==> src/rtl/mt64_pkg.sv <==
// Shared constants, types and state codes for the 64-bit Mersenne Twister generator.
`default_nettype none

package mt64_pkg;

	// state memory geometry
	localparam int STATE_WORDS  = 312;
	localparam int SHIFT_OFFSET = 156;
	localparam int ADDR_W       = $clog2(STATE_WORDS);
	localparam int IDX_W        = $clog2(STATE_WORDS + 1);

	typedef logic [ADDR_W-1:0] addr_t;
	typedef logic [IDX_W-1:0]  idx_t;

	// seeding recurrence
	localparam logic [63:0] INIT_MULT  = 64'd6364136223846793005;
	localparam int          INIT_SHIFT = 62;
	localparam logic [63:0] SEED_RESET = 64'd5489;

	// twist
	localparam logic [63:0] TWIST_MATRIX = 64'hB502_6F5A_A966_19E9;
	localparam logic [63:0] UPPER_MASK   = 64'hFFFF_FFFF_8000_0000;
	localparam logic [63:0] LOWER_MASK   = 64'h0000_0000_7FFF_FFFF;

	// tempering
	localparam logic [63:0] TEMPER_MASK_A = 64'h5555_5555_5555_5555;
	localparam logic [63:0] TEMPER_MASK_B = 64'h71D6_7FFF_EDA6_0000;
	localparam logic [63:0] TEMPER_MASK_C = 64'hFFF7_EEE0_0000_0000;
	localparam int          TEMPER_SH_A   = 29;
	localparam int          TEMPER_SH_B   = 17;
	localparam int          TEMPER_SH_C   = 37;
	localparam int          TEMPER_SH_D   = 43;

	// request kinds (code 3 is ignored)
	localparam logic [1:0] KIND_RAW    = 2'd0;
	localparam logic [1:0] KIND_RANGED = 2'd1;
	localparam logic [1:0] KIND_RESEED = 2'd2;

	// configuration map
	localparam int             PADDR_W       = 4;
	localparam logic [PADDR_W-1:0] REG_SEED_ADDR = 4'd0;

	typedef enum logic [2:0] {
		CORE_FILL_START,
		CORE_FILL_WAIT,
		CORE_IDLE,
		CORE_TW_PRE,
		CORE_TW_RD,
		CORE_TW_WR,
		CORE_DRAW_RD,
		CORE_DRAW_DATA
	} core_state_t;

	typedef struct packed {
		logic valid;
		logic reseed;
	} core_req_t;

	typedef struct packed {
		logic        ready;
		logic        word_valid;
		logic [63:0] word;
	} core_rsp_t;

endpackage

`default_nettype wire

==> src/rtl/mt64_div.sv <==
// Restoring 64-bit remainder unit, one quotient bit per cycle.
`default_nettype none

module mt64_div
	import mt64_pkg::*;
(
	input  wire logic        clk,
	input  wire logic        arst_n,
	input  wire logic        start,
	input  wire logic [63:0] dividend,
	input  wire logic [63:0] divisor,
	output logic             done,
	output logic [63:0]      rem
);

	localparam int         DIV_STEPS = 64;
	localparam int         CNT_W     = $clog2(DIV_STEPS);
	localparam logic [CNT_W-1:0] LAST_STEP = CNT_W'(DIV_STEPS - 1);

	logic             busy_q;
	logic             done_q;
	logic [CNT_W-1:0] cnt_q;
	logic [63:0]      rem_q;
	logic [63:0]      dq_q;
	logic [63:0]      d_q;
	logic [64:0]      trial;
	logic [64:0]      diff;

	always_comb begin
		trial = {rem_q, dq_q[63]};
		diff  = trial - {1'b0, d_q};
	end

	always_ff @(posedge clk or negedge arst_n) begin
		if (!arst_n) begin
			busy_q <= 1'b0;
			done_q <= 1'b0;
			cnt_q  <= '0;
		end else begin
			done_q <= busy_q && (cnt_q == LAST_STEP);
			if (start) begin
				busy_q <= 1'b1;
				cnt_q  <= '0;
			end else if (busy_q) begin
				if (cnt_q == LAST_STEP) begin
					busy_q <= 1'b0;
				end
				cnt_q <= cnt_q + 1'b1;
			end
		end
	end

	always_ff @(posedge clk) begin
		if (start) begin
			rem_q <= '0;
			dq_q  <= dividend;
			d_q   <= divisor;
		end else if (busy_q) begin
			rem_q <= (trial >= {1'b0, d_q}) ? diff[63:0] : trial[63:0];
			dq_q  <= {dq_q[62:0], 1'b0};
		end
	end

	assign done = done_q;
	assign rem  = rem_q;

endmodule

`default_nettype wire

==> config.mk <==
export PLATFORM = sky130hd
export DESIGN_NAME = mt64_div
export DESIGN_NICKNAME = d
export VERILOG_FILES = /design/src/rtl/mt64_pkg.sv /design/src/rtl/mt64_div.sv
export SDC_FILE = /design/constraint.sdc
export NUM_CORES = 1
export LEC_CHECK = 0
export BUFFER_PORTS_ARGS = -buffer_cell sky130_fd_sc_hd__buf_4
export CAP_MARGIN = 20
export CORE_UTILIZATION = 41
export DETAILED_ROUTE_END_ITERATION = 8
export SLEW_MARGIN = 20
export SYNTH_ARGS = -nofsm -noshare
export SYNTH_HDL_FRONTEND = slang
export SYNTH_SLANG_ARGS = --single-unit
==> constraint.sdc <==
create_clock -name clk -period 5.2 [get_ports clk]
set_clock_uncertainty 0.15 [all_clocks]
set_input_delay 1.04 -clock clk [delete_from_list [all_inputs] [get_ports clk]]
set_output_delay 1.04 -clock clk [all_outputs]
set_load 0.02 [all_outputs]
==> reports/summary.md, run 1 <==
The flow ran to the end, and the final reports show no timing, DRC or antenna violations. The starting utilization of the core area is 0.421, and the areal power density over the cells is 253 mW/mm^2. The source-to-sink clock delay at the later pin of the worst-skew pair was 0.45 ns; the number of optimization iterations in the first detailed-route pass was 5.

The die boundary width was 172 um. The tools report the worst-case hold slack as 0.247 ns. CTS saw 200 sinks. The post-synthesis to final-layout area growth came out at 20.1%. Clock-pin slew was measured on the worst setup and hold paths at 0.08 ns. The layout has 2,651 filler cells. For the number of gates resized after CTS, the log shows 0. The number of antenna diodes in the final layout is 0. The number of max-slew violations in the final report is 0, and the average wire per standard cell is 16.7 um.

The tool flagged a number of max-cap violations equal to 0. For the iteration-0 DRC count of the detailed router, the log shows 618. The final period demand of the worst path works out to 4.04 ns. The wire-length estimate of the detail-placed layout is 21,700 um. After detailed routing, the number of vias per cell comes to 5.33.

In the routed design, unresolved DRC markers number 0. The gate count after technology mapping is 1,198, and the count of flip-flops with a built-in enable after synthesis is 128. The run gives 4 as the depth of the CTS H-tree.

TritonCTS built the clock tree. The die height works out to 172 um. The number of placed instances, taps included, is 1,715. Setup repair after global routing left no endpoint under its margin. The startpoint kind of the worst setup timing path is a register. The share of async-settable or async-resettable flops after synthesis is 0.0400, and the maximum achievable frequency is 248 MHz. The worst setup timing slack at the placement stage is 1.22 ns.

The slew at the pin with the worst max-slew slack works out to 1.04 ns. The highest fanout seen on the critical path was 5; the share of final-layout standard cells stronger than drive strength 1 was 0.234. The final worst-path cycle share was 0.776; the leakage dissipation was 6.16 nW. For the area enclosed by the die boundary, the log shows 0.0294 mm^2.

In this run the worst hold path is classified as in -> async. The proportion of netlist area held by the largest area contributor was 0.326; the total area of multi-input combinational cells was 0.00588 mm^2. The area of all sequential standard cells is 0.00533 mm^2, and the fraction of the yosys area taken by sequential cells is 0.452. Initial antenna violation count: 1.

Critical path start-end classification: reg -> reg. The logs give 196 for the number of top-level pins and 0 for the number of endpoints with negative hold slack in the final report. At the end of the flow, the number of nets in the layout was 1,553. The number of standard-cell rows in the floorplan is 61, and the worst endpoint required time is 5.36 ns. The first global-routing pass estimated 46,600 um of wire.

After synthesis, the mean cell area works out to 9.84 um^2. The mapped cell area is 0.0118 mm^2. The cell at the root of the clock tree is sky130_fd_sc_hd__clkbuf_16.

Total of buffers placed on input and output ports: 195. The accumulated negative setup slack was 0 ns; the count of final setup violators was 0. TritonCTS created 17 clock buffers.

Number of global-route vias before repair: 8,956. Counting flops and latches in the post-synthesis netlist gives 200. The tools report the signal arrival time at the worst endpoint as 4.19 ns.

By area the synthesized netlist is led by sky130_fd_sc_hd__edfxtp_1, sky130_fd_sc_hd__dfxtp_1, sky130_fd_sc_hd__ha_1. The relative slew slack is 0.305. The detailed router placed 9,306 vias in this run. The synthesis warning total is 0. The post-route worst setup slack was 1.16 ns. The logs give 0.0280 mm^2 for the core outline area and 0.203 for the total routing resource utilization after global routing.

The longest clock path from root to sink contains 2 buffers. The most used flip-flop cell after synthesis is sky130_fd_sc_hd__edfxtp_1. In this run the remaining antenna-violating nets after routing total 0.

Entering global routing, the biggest net connects 83 pins. The library cell occupying the most area in the post-synthesis netlist was sky130_fd_sc_hd__edfxtp_1. STA classifies the critical path endpoint as a register. Buffers added to address setup during post-CTS repair amount to 0. At the end of routability-driven placement, the weighted congestion stood at 0.919. The number of nets in the synthesized netlist is 1,395.

The logs give 0.000214 V for the maximum resistive drop on vdd and 0 for the count of hold-fix buffers inserted at cts. The routed design has 29,100 um of wire. The count of cell types in the netlist is 65, and the leftover overflow at the end of global routing is 0.

After the flow finishes, the layout carries non-filler instances totaling 1,747. For the post-layout total power, the log shows 0.00358 W.
==> final cells by class <==
type,count,share of cell area
Multi-Input combinational cell,846,0.415
Sequential cell,200,0.377
Timing Repair Buffer,202,0.109
Tap cell,378,0.0334
Clock buffer,19,0.0306
Inverter,89,0.0236
Clock inverter,13,0.0111
==> placed cells by master, fill, tap and decap left out, drive strengths merged, types with 40 or more instances in the layout <==
master / netlist / layout
xnor2: 40 / 40
nor2: 125 / 125
inv: 89 / 95
o21ai: 50 / 50
ha: 65 / 65
dfxtp: 64 / 64
a21oi: 123 / 123
buf: 12 / 202
a211oi: 51 / 51
edfxtp: 128 / 128
mux2: 70 / 70
nand2: 74 / 74
==> cell usage after synthesis (all sizes together), types with 3 or more instances <==
master and n:
a211oi 51, a21boi 4, a21o 18, a21oi 123
a221oi 6, a31oi 5, a32oi 3, and2 8
and3 10, buf 12, clkbuf 51, dfrtp 8
dfxtp 64, edfxtp 128, ha 65, inv 89
mux2 70, mux2i 20, nand2 74, nand2b 8
nand3 8, nand4 27, nor2 125, nor2b 5
nor3 13, nor4 4, o211a 7, o211ai 12
o21a 7, o21ai 50, o21bai 23, o221ai 3
o31ai 5, or3 5, xnor2 40, xor2 21
==> state kept, by name (all words and copies together), names as in the netlist <==
signal,cells
busy_q,1
cnt_q,6
d_q,64
done,1
dq_q,64
rem,64
==> kinds of logic after synthesis <==
| kind of cell | count (synthesis) | share of synthesized area |
|---|---|---|
| AO/OA/AOI/OAI | 335 | 0.185 |
| XOR/XNOR | 61 | 0.0453 |
| adder cells (fa/ha/maj) | 66 | 0.0707 |
| buffers and inverters | 152 | 0.0501 |
| flip-flops | 200 | 0.452 |
| multiplexers | 90 | 0.0839 |
| AND/OR/NAND/NOR | 294 | 0.113 |
==> report_power, final <==
group | internal (W) | switching, W | total [W]
clock | 0.000687 | 0.000662 | 0.00135
sequential | 0.00180 | 0.0000289 | 0.00182
combinational | 0.000196 | 0.000207 | 0.000404
==> per-layer routing <==
layer | up-vias | routed length [um] | track usage
met5 | - | 17 | 0
met4 | 2 | 308 | 0.0454
met3 | 30 | 2290 | 0.0672
met2 | 268 | 12800 | 0.311
met1 | 4332 | 13700 | 0.276
li1 | 4674 | - | -
==> path summary, 6_finish.rpt <==
| kind | cells past startpoint | slack [ns] | endpoint | start |
|---|---|---|---|---|
| worst max-delay path | 14 | 1.16 | rem[58]$_SDFFE_PP0P_ | dq_q[63]$_DFFE_PP_ |
| worst min register to register | 2 | 0.35 | rem[52]$_SDFFE_PP0P_ | rem[52]$_SDFFE_PP0P_ |
| worst max register to register | 14 | 1.16 | rem[58]$_SDFFE_PP0P_ | dq_q[63]$_DFFE_PP_ |
| worst min-delay path | 1 | 0.25 | cnt_q[2]$_DFFE_PN0P_ | arst_n |
| max in group asynchronous | 1 | 4.51 | busy_q$_DFF_PN0_ | arst_n |
| min in group clk | 2 | 0.35 | rem[52]$_SDFFE_PP0P_ | rem[52]$_SDFFE_PP0P_ |
==> worst max-delay path, cell delays in order (launching register included) <==
cell                        delay (ns)
sky130_fd_sc_hd__edfxtp_1         0.41
sky130_fd_sc_hd__inv_1            0.08
sky130_fd_sc_hd__ha_1             0.17
sky130_fd_sc_hd__inv_1            0.06
sky130_fd_sc_hd__fa_1             0.40
sky130_fd_sc_hd__a21o_1           0.21
sky130_fd_sc_hd__a221o_1          0.39
sky130_fd_sc_hd__o211ai_2         0.32
sky130_fd_sc_hd__a2111oi_2        0.15
sky130_fd_sc_hd__or4b_4           0.55
sky130_fd_sc_hd__a21oi_1          0.23
sky130_fd_sc_hd__o21ai_0          0.19
sky130_fd_sc_hd__a41oi_1          0.28
sky130_fd_sc_hd__xor2_1           0.19
sky130_fd_sc_hd__o22ai_1          0.09
==> stage by stage <==
step                      cell area [um^2]   util
final                                14200  0.505
after global placement               13600  0.484
after CTS                            14200  0.505
after floorplan                      11800      -
after global routing                 14200  0.505
after detailed placement             13600  0.484
Power figures use the tool's default switching activity.
==> inputs of run 2 (changes only) <==
- ABC_AREA: default -> 1
- clock period: 5.2 -> 3.72 ns (I/O delays scaled with it)
==> run 2 against run 1 <==
Net effect:
- global-route usage up 6.6 points
- first-iteration DRC count rose by 41%
- critical endpoint is now rem[49]$_SDFFE_PP0P_
- synthesized cell count grew 82%
==> reports/summary.md, run 2 <==
The flow ran to the end, and the final reports show no timing, DRC or antenna violations. At the worst endpoint, the required time is 3.94 ns. The filler cells instantiated in the layout total 3,697. The maximum achievable frequency came out at 313 MHz.

The final worst-path cycle share works out to 0.859. After synthesis, the cell types taking the most area are sky130_fd_sc_hd__edfxtp_1, sky130_fd_sc_hd__nand2_1, sky130_fd_sc_hd__inv_1. Hold timing on the final database bottoms out at a slack of 0.292 ns. After the last flow step, the layout net total stands at 2,554.

The area growth from synthesis to layout is 16.9%. Setup slack on the critical path of the routed design comes to 0.524 ns. Total of buffers placed on input and output ports: 195.

Setup repair after global routing left no endpoint under its margin. For the deepest clock path buffer count, the log shows 2. The count of flip-flops with a built-in enable after synthesis was 128; the register bit total from synthesis was 200. The die is 189 um wide.

The classification of the worst-slack hold path is in -> reg. The clock slew at the register clock pins of the worst setup and hold paths came out at 0.08 ns. The leftover overflow at the end of global routing is 0. The logs give 93 for the maximum number of pins on one net before global-route repair and 0 for the max capacitance violation total.

The initial antenna violation count was 0; the number of gates resized after CTS was 0. In the routed layout, each cell is associated on average with a via count of 4.80. The run gives 0.430 as the met2 demand-to-capacity share in global routing. Before antenna repair, the detailed router went through 5 iterations.

Post-DP HPWL: 37,400 um. The total routing resource utilization after global routing was 0.269. The most common cell in the synthesized netlist is sky130_fd_sc_hd__nand2_1. Critical hold path startpoint: divisor[3]. The worst reg2reg path endpoint is rem[49]$_SDFFE_PP0P_. For hold timing, the worst endpoint is d_q[3]$_DFFE_PP_. The most used routing layer is met2. STA classifies the critical path startpoint as a register. The tools report the core outline area as 0.0345 mm^2. The cell sitting at the root of the clock tree is a sky130_fd_sc_hd__clkbuf_16. The tools report the number of endpoints with negative hold slack in the final report as 0.

During synthesis, Yosys emitted a total of 0 warnings. In this run the register-to-register setup slack is 0.52 ns. For this block, the initial DRC count from the detailed router was 871. The floorplan step defined a die boundary enclosing 0.0359 mm^2. Of all cell types, the one taking the most synthesized area is sky130_fd_sc_hd__edfxtp_1.

The die height works out to 189 um. The number of antenna diodes in the final layout is 0. Count of final setup violators: 0. The areal power density over the cells came out at 310 mW/mm^2. The tools report the signal arrival time at the worst endpoint as 3.41 ns.

Critical path start-end classification: reg -> reg. The tools report the fraction of the yosys area taken by sequential cells as 0.370. The final weighted congestion of routability-driven global placement is 0.986, and the total nets after synthesis is 2,375. The relative slew slack is 0.393.

Leaving out fill and tap cells, the most frequent cells in the layout are sky130_fd_sc_hd__nand2_1, sky130_fd_sc_hd__inv_1, sky130_fd_sc_hd__buf_4, sky130_fd_sc_hd__nand3_1, sky130_fd_sc_hd__edfxtp_1. The number of cells on the worst hold path is 1. After detailed routing, the average wire length per cell comes to 16.6 um. During I/O placement, the number of pins put on the boundary was 196. The final period demand of the worst path is 3.20 ns. The most used flip-flop cell after synthesis was sky130_fd_sc_hd__edfxtp_1.

The first-pass GRT wire length is 73,800 um. The met3 demand-to-capacity share in global routing came out at 0.0504. For the number of clock buffers inserted by TritonCTS, the log shows 17.

Leading cell type in the layout, fill and taps excluded: sky130_fd_sc_hd__nand2_1. The worst-case IR drop observed on VDD is 0.000320 V. The mapped cell area was 0.0144 mm^2; the sink count of the clock tree was 200. Detailed routing inserted a total of 13,549 vias.

For the leakage dissipation, the log shows 9.37 nW. Counting instances in the post-synthesis netlist gives the leading cell types as sky130_fd_sc_hd__nand2_1, sky130_fd_sc_hd__inv_1, sky130_fd_sc_hd__nand3_1, sky130_fd_sc_hd__edfxtp_1, sky130_fd_sc_hd__nor2_1. The clock tree synthesis step divided the H-tree into 4 levels. Summed over all layers, the routed wires come to 46,900 um.

The tools report the number of max-slew violations in the final report as 0. The global-route track usage on met1 is 0.377. Timing analysis after detailed placement gives a worst setup slack of 0.590 ns. After routing, the total negative slack on setup checks comes to 0 ns. The share of final-layout standard cells stronger than drive strength 1 was 0.130. Average instance area after synthesis: 6.62 um^2.

The highest fanout seen on the critical path works out to 65. The proportion of netlist area held by the largest area contributor was 0.267; the source-to-sink clock delay at the later pin of the worst-skew pair was 0.47 ns. Starting utilization of the core area: 0.417.

For the total DRC errors in the routed layout, the log shows 0. The slew at the pin with the worst max-slew slack works out to 0.910 ns. The cell count of the worst reg-to-reg path is 19.

The count of cell types in the netlist was 37. The startpoint identified for the worst register-to-register timing path is d_q[3]$_DFFE_PP_. The share of async-settable or async-resettable flops after synthesis is 0.0400, and the number of standard-cell rows in the floorplan is 68.

The sort of element at the end of the critical path was a register. The gate count after technology mapping was 2,178; the number of global-route vias before repair was 13,295. For the residual antenna-violating net count after detailed routing, the log shows 0. TritonCTS built the clock tree.
## run 2: how the worst max path moves through the flow
stage | startpoint | to | slack, ns | cells past startpoint
final | d_q[3]$_DFFE_PP_ | rem[49]$_SDFFE_PP0P_ | 0.52 | 19
after global placement | d_q[8]$_DFFE_PP_ | rem[18]$_SDFFE_PP0P_ | 0.56 | 17
after floorplan | start | dq_q[0]$_SDFFCE_PN0P_ | 0.18 | 3
after CTS | d_q[8]$_DFFE_PP_ | rem[18]$_SDFFE_PP0P_ | 0.56 | 17
after detailed placement | d_q[8]$_DFFE_PP_ | rem[18]$_SDFFE_PP0P_ | 0.59 | 17
after global routing | d_q[6]$_DFFE_PP_ | rem[49]$_SDFFE_PP0P_ | 0.24 | 19
## run 2: where the power goes
part | switching (W) | internal [W]
clock | 0.000950 | 0.000903
sequential | 0.0000483 | 0.00251
combinational | 0.000492 | 0.000318
## run 2: metrics by stage
stage / total power [W] / utilization / area (um^2) / instances
after floorplan: 0.00310 / - / 14400 / 2178
after global placement: 0.00341 / 0.471 / 16300 / 2792
after detailed placement: 0.00341 / 0.471 / 16300 / 2792
final: 0.00522 / 0.488 / 16800 / 2825
after CTS: 0.00527 / 0.488 / 16800 / 2825
after global routing: 0.00544 / 0.488 / 16800 / 2825
## run 2: final cells by class
cell class,instances,area [um^2],area share
timing repair buffer,207,1590,0.0946
tap,455,569,0.0338
multi-input combinational,1483,7120,0.423
inverter,448,1680,0.0999
sequential,200,5330,0.316
clock inverter,11,104,0.00616
clock buffer,21,450,0.0267
## run 2: logic make-up (layout without fill, tap and decap cells)
group                      after synthesis  in the layout  synth area share
adders and majority gates               66             66            0.0578
and+or+nand+nor                       1277           1277             0.377
xor gates and xnor gates                31             31            0.0188
DFF                                    200            200             0.370
buffers and inverters                  495            687             0.137
AOI/OAI and AO/OA                      109            109            0.0404
## run 2: per-layer routing
layer	vias to the layer above	routed length [um]
li1	6999	-
met3	22	2590
met2	328	21000
met5	-	0
met4	0	485
met1	6200	22800
## run 2: what timing repair did
item / 4_1_cts / 5_1_grt
setup buffers: 0 / 0
hold buffers: 1 / 0
endpoints found under the hold margin: 8 / 0
## run 2: worst max-delay path, cell delays in order (launching register included)
cell and delay [ns]:
sky130_fd_sc_hd__edfxtp_1 0.34, sky130_fd_sc_hd__inv_1 0.04, sky130_fd_sc_hd__ha_1 0.32, sky130_fd_sc_hd__nand2_1 0.13, sky130_fd_sc_hd__inv_1 0.05, sky130_fd_sc_hd__nand2_1 0.08, sky130_fd_sc_hd__nand2_1 0.05, sky130_fd_sc_hd__nand2_1 0.07
sky130_fd_sc_hd__nand3_2 0.19, sky130_fd_sc_hd__nand2_1 0.13, sky130_fd_sc_hd__nand2_2 0.11, sky130_fd_sc_hd__nand2_2 0.11, sky130_fd_sc_hd__nand2_4 0.07, sky130_fd_sc_hd__nand2_4 0.07, sky130_fd_sc_hd__buf_4 0.65, sky130_fd_sc_hd__nand3_1 0.16
sky130_fd_sc_hd__nand2_1 0.11, sky130_fd_sc_hd__inv_1 0.05, sky130_fd_sc_hd__nand2_1 0.05, sky130_fd_sc_hd__nand2_1 0.04
